===== src/hw/rtl/lzwlc_pkg.sv =====
// Shared types and constants of the LZW letter compressor.
// Used by every module of the block; depends on nothing else.
package lzwlc_pkg;

    localparam int LET_W         = 5;
    localparam int CODE_W        = 12;
    localparam int PAIR_W        = CODE_W + LET_W;
    localparam int ALPHABET      = 26;
    localparam int FIRST_LEARNED = 27;
    localparam int DICT_SIZE_DEF = 4096;
    localparam int IN_DATA_W     = 8;
    localparam int OUT_DATA_W    = 16;

    // Search token that walks the row of dictionary cells.
    typedef struct packed {
        logic              valid;
        logic              found;
        logic [PAIR_W-1:0] key;
        logic [CODE_W-1:0] hit;
    } tok_t;

    // One result beat.
    typedef struct packed {
        logic [CODE_W-1:0] code;
        logic              last;
    } res_t;

    typedef enum logic [1:0] {
        ST_IDLE,
        ST_SEARCH,
        ST_PUSH
    } state_t;

endpackage


===== src/hw/rtl/lzwlc_out_buf.sv =====
// Two-entry result buffer that drives the output stream and takes up to two results at once.
// Depends on lzwlc_pkg.
module lzwlc_out_buf (
    input  logic                             clk,
    input  logic                             rst_n,
    input  logic [1:0]                       push_n,
    input  lzwlc_pkg::res_t                  push_a,
    input  lzwlc_pkg::res_t                  push_b,
    output logic [1:0]                       free,
    output logic                             m_tvalid,
    input  logic                             m_tready,
    output logic [lzwlc_pkg::OUT_DATA_W-1:0] m_tdata,
    output logic                             m_tlast
);
    import lzwlc_pkg::*;

    res_t       q_reg [2];
    res_t       q_next [2];
    logic [1:0] cnt_reg;
    logic [1:0] cnt_next;
    logic       pop;

    assign m_tvalid = (cnt_reg != 2'd0);
    assign pop      = m_tvalid && m_tready;
    assign free     = 2'd2 - cnt_reg;

    always_comb
    begin
        q_next[0] = q_reg[0];
        q_next[1] = q_reg[1];
        cnt_next  = cnt_reg;
        if (pop)
        begin
            q_next[0] = q_reg[1];
            cnt_next  = cnt_reg - 2'd1;
        end
        case (push_n)
            2'd1:
            begin
                if (cnt_next == 2'd0)
                begin
                    q_next[0] = push_a;
                end
                else
                begin
                    q_next[1] = push_a;
                end
                cnt_next = cnt_next + 2'd1;
            end
            2'd2:
            begin
                q_next[0] = push_a;
                q_next[1] = push_b;
                cnt_next  = 2'd2;
            end
            default:
            begin
            end
        endcase
    end

    always_ff @(posedge clk)
    begin
        q_reg[0] <= q_next[0];
        q_reg[1] <= q_next[1];
    end

    always_ff @(posedge clk or negedge rst_n)
    begin
        if (!rst_n)
        begin
            cnt_reg <= 2'd0;
        end
        else
        begin
            cnt_reg <= cnt_next;
        end
    end

    assign m_tdata = {(OUT_DATA_W - CODE_W)'(0), q_reg[0].code};
    assign m_tlast = q_reg[0].last;

endmodule

===== config.mk =====
export PLATFORM = sky130hd
export DESIGN_NAME = lzwlc_out_buf
export DESIGN_NICKNAME = d
export VERILOG_FILES = /design/src/hw/rtl/lzwlc_pkg.sv /design/src/hw/rtl/lzwlc_out_buf.sv
export SDC_FILE = /design/constraint.sdc
export NUM_CORES = 1
export LEC_CHECK = 0
export BUFFER_PORTS_ARGS = -buffer_cell sky130_fd_sc_hd__buf_2
export CAP_MARGIN = 20
export CORE_UTILIZATION = 53
export DETAILED_ROUTE_END_ITERATION = 6
export PLACE_DENSITY = 0.84
export SYNTH_ARGS = -nofsm -noshare
export SYNTH_HDL_FRONTEND = slang
export SYNTH_SLANG_ARGS = --single-unit
export TNS_END_PERCENT = 20

===== constraint.sdc =====
create_clock -name clk -period 3.5 [get_ports clk]
set_input_delay 0.875 -clock clk [delete_from_list [all_inputs] [get_ports clk]]
set_output_delay 0.875 -clock clk [all_outputs]
set_load 0.02 [all_outputs]

==> impl_summary.log <==
[metrics] fin crit share: 0.7313
[metrics] leading register cell type out of synthesis: sky130_fd_sc_hd__edfxtp_1
[metrics] clock transition at the registers of the reported paths: 0.15 ns
[metrics] final count of pins violating max slew: 0
[metrics] mapped cell area: between 1000 and 1500 µm²
[metrics] total length of routed wires: roughly 2.7 mm
[metrics] number of buffers created by CTS: 3
[metrics] Sinks on Clock Net: 28
[metrics] number of warnings printed during yosys synthesis: 0
[metrics] static power due to leakage: around 0.77 nW
[metrics] total cell area at the placement stage: about 1600 µm²
[metrics] hpwl dp: between 1.5 and 2 mm
[metrics] aggregate negative setup slack: 0 ns
[metrics] Maximum Capacitance Violations: 0
[metrics] proportion of netlist area held by the largest area contributor: 0.2642
[metrics] TritonCTS clock tree: done
[metrics] WP data required: 3.73 ns
[metrics] non-filler cells in the finished layout: 188
[metrics] CP Launch Point: cnt_reg[0]
[metrics] async set-reset flop share out of synthesis: 0.07143
[metrics] count of flip-flops with a built-in enable after synthesis: 13
[metrics] critical-path maximum fanout: 15
[metrics] length of the first detailed-routing pass in iterations: 4
[metrics] # hold bufs at CTS: 0
[metrics] setup repair after global routing missed its margin: false
[metrics] flip-flop count of the largest register, all copies and words added: 26
[metrics] final RePlAce weighted congestion: ~0.75
[metrics] Top-Level Pins: approximately 50
[metrics] R2R Path End: q_reg[0][7]
[metrics] maximum number of pins on one net before global-route repair: 21
[metrics] DRC marker count from the first detailed-route iteration: 22
[metrics] area share of fa/ha/maj cells after synthesis: 0.03387
[metrics] Post-CTS Repair Setup Buffers: 0
[metrics] Placed Cells incl. Taps: approximately 180
[metrics] area fraction in compound gates after synthesis: 0.1617
[metrics] flop2flop setup slack: about 0.94 ns
[metrics] areal power density over the cells: just under 700 nW/µm²
[metrics] Area Overhead vs Synth: 8.806%
[metrics] Critical Path End Type: flop
[metrics] via total after detailed routing: roughly 1000
[metrics] gr busiest metal: met2
[metrics] CP Launch Type: flop
[metrics] average instance area after synthesis: around 11 µm²
[metrics] final setup fails: 0
[metrics] pin slew with the least headroom to its limit: approximately 0.65 ns
[metrics] relative max-transition margin: 0.5638
[metrics] Initial Util: 0.5806
[metrics] clock latency on the worst-skew pair: about 0.32 ns
[metrics] met3 track utilization from global routing: 0.02500
[metrics] H-tree levels: 1
[metrics] Synth Instances: between 100 and 150
[metrics] I/O Buffers: between 40 and 50
[metrics] Final Hold Fails: 0
[metrics] count of cells resized by post-cts repair: 0
[metrics] highest achievable clock rate: 390.7 MHz
[metrics] post-synthesis mux area share: 0.1050
[metrics] signal arrival time at the worst endpoint: between 2 and 3 ns
[metrics] post-route cell area: ~1600 µm²
[metrics] detail-routed net length per standard cell: around 14 µm
[metrics] Chip Width: around 55 µm
[metrics] fraction of synthesized cell area in xor and xnor cells: 0.01863
[metrics] clock tree root driver cell: sky130_fd_sc_hd__clkbuf_4
[metrics] grt met1 use: 0.2243
[metrics] number of fill cells: ~220
[metrics] R2R Path Start: cnt_reg[0]
[metrics] DRT antenna net count: 0
[metrics] synthesized-area fraction occupied by and/or/nand/nor cells: 0.05080
[metrics] dominant combinational cell family by area after synthesis: compound AO/OA/AOI/OAI gates
[metrics] met2 track demand over resource: 0.3574
[metrics] number of cells on the worst reg-to-reg path: 9
[metrics] via count normalized by instance count: ~5.4
[metrics] main area contributors after synthesis: sky130_fd_sc_hd__edfxtp_1 26%, sky130_fd_sc_hd__dfxtp_1 18%, sky130_fd_sc_hd__mux2i_1 9.5%
[metrics] Die Span Y: about 55 µm
[metrics] first-pass GRT wire length: slightly above 4 mm
[metrics] floorplan row count: 18
[metrics] Overall Power: around 1.1 mW
[metrics] type of the setup path with the least slack: reg -> reg
[metrics] Nets: around 190
[metrics] Core Footprint: 2545 µm²
[metrics] number of antenna violations at the first check in global routing: 0
[metrics] antenna diode count: 0
[metrics] highest ir drop seen on vdd: 0.0004657 V
[metrics] post-synth top area cell: sky130_fd_sc_hd__edfxtp_1
[metrics] proportion of synthesized chip area in sequential cells: 0.4742
[metrics] worst min-delay path class: in -> async
[metrics] Clock Tree Buf Depth: 2
[metrics] overall global routing resource usage: 0.1948
[metrics] drt drc: 0
[metrics] Die Footprint: ~3000 µm²
[metrics] Cell variety after synth: 21
[metrics] via count of the first global-routing pass: 911
[metrics] clock period minus final worst setup slack: between 2 and 3 ns
[metrics] total overflow reported by the global router: 0
[metrics] Yosys reg bits: 28
[metrics] layout cell share with drive strength beyond 1: 0.3544
[metrics] run status: complete, no violations
[metrics] maximum clock skew at final layout: approximately 0.0025 ns
-- power breakdown --
part	switching [mW]	total (mW)	internal [mW]
Clock	0.0935	0.157	0.0636
Combinational	0.288	0.488	0.200
Sequential	0.0358	0.472	0.437
-- synthesized netlist by cell type, types with 2 or more instances --
cell / instances
sky130_fd_sc_hd__mux2i_1: 14
sky130_fd_sc_hd__buf_2: 6
sky130_fd_sc_hd__nor2_1: 13
sky130_fd_sc_hd__inv_1: 7
sky130_fd_sc_hd__a22oi_1: 13
sky130_fd_sc_hd__a21oi_1: 4
sky130_fd_sc_hd__dfrtp_1: 2
sky130_fd_sc_hd__o2bb2ai_1: 13
sky130_fd_sc_hd__buf_4: 18
sky130_fd_sc_hd__ha_1: 4
sky130_fd_sc_hd__dfxtp_1: 13
sky130_fd_sc_hd__edfxtp_1: 13
-- per-layer routing --
| layer | wire, µm | vias up | share of wire |
|---|---|---|---|
| li1 | - | 503 | - |
| met1 | 1150 | 478 | 0.43 |
| met2 | 1397 | 31 | 0.52 |
| met3 | 109 | 2 | 0.041 |
| met4 | 15 | 0 | 0.0056 |
| met5 | 0 | - | 0 |
-- how the worst max path moves through the flow --
stage,to,depth (start not counted)
2_1_floorplan,q_reg[0][13],5
3_3_place_gp,q_reg[0][0],8
3_5_place_dp,q_reg[0][7],8
4_1_cts,q_reg[0][7],9
5_1_grt,q_reg[0][7],9
6_report,q_reg[0][7],9
-- cell usage in the layout (no fill, tap or decap) --
master                      netlist  final
sky130_fd_sc_hd__nor2_1          13     13
sky130_fd_sc_hd__a21oi_1          4      4
sky130_fd_sc_hd__mux2i_1         14     14
sky130_fd_sc_hd__buf_4           18      2
sky130_fd_sc_hd__nand2b_4         1      1
sky130_fd_sc_hd__ha_1             4      4
sky130_fd_sc_hd__nor2_2           1      1
sky130_fd_sc_hd__dfrtp_1          2      2
sky130_fd_sc_hd__o2bb2ai_1       13     13
sky130_fd_sc_hd__inv_1            7      7
sky130_fd_sc_hd__edfxtp_1        13     13
sky130_fd_sc_hd__clkbuf_4         0      3
sky130_fd_sc_hd__a211oi_1         1      1
sky130_fd_sc_hd__dfxtp_1         13     13
sky130_fd_sc_hd__clkbuf_8         0      1
sky130_fd_sc_hd__buf_2            6     46
sky130_fd_sc_hd__nor2b_1          1      1
sky130_fd_sc_hd__mux2_4           1      1
sky130_fd_sc_hd__xnor2_4          1      1
sky130_fd_sc_hd__conb_1           1      4
sky130_fd_sc_hd__a22oi_1         13     13
-- per-stage QoR --
| step | hold slack (ns) | setup slack (ns) | utilization |
|---|---|---|---|
| floorplan | 0.4837 | 0.9974 | - |
| global placement | 0.4961 | 0.7905 | 0.6175 |
| detailed placement | 0.5080 | 0.7523 | 0.6175 |
| CTS | 0.2807 | 0.9223 | 0.6318 |
| global route | 0.2797 | 0.7949 | 0.6318 |
| finish | 0.2987 | 0.9406 | 0.6318 |
-- kinds of logic (layout without fill, tap and decap cells) --
| group | count (synthesis) | in the layout |
|---|---|---|
| simple gates | 16 | 16 |
| other cells | 1 | 4 |
| flops | 28 | 28 |
| compound gates | 31 | 31 |
| mux | 15 | 15 |
| fa+ha+maj | 4 | 4 |
| buf+inv | 33 | 59 |
| xor+xnor | 1 | 1 |
-- worst max-delay path: stages (launching register included) --
cell and delay (ns):
sky130_fd_sc_hd__dfrtp_1 0.40, sky130_fd_sc_hd__inv_1 0.16, sky130_fd_sc_hd__ha_1 0.20, sky130_fd_sc_hd__nand2b_4 0.31
sky130_fd_sc_hd__mux2i_1 0.28, sky130_fd_sc_hd__ha_1 0.22, sky130_fd_sc_hd__inv_1 0.06, sky130_fd_sc_hd__a21oi_1 0.49
sky130_fd_sc_hd__buf_4 0.26, sky130_fd_sc_hd__o2bb2ai_1 0.09
-- layout make-up --
class	count	area [µm²]	share of cell area
multi-input combinational	71	561.8	0.3494
sequential	28	700.7	0.4358
tap	30	37.54	0.02335
inverter	7	26.28	0.01634
clock buffer	4	36.28	0.02257
timing repair buffer	48	245.2	0.1525
Power figures use the tool's default switching activity.
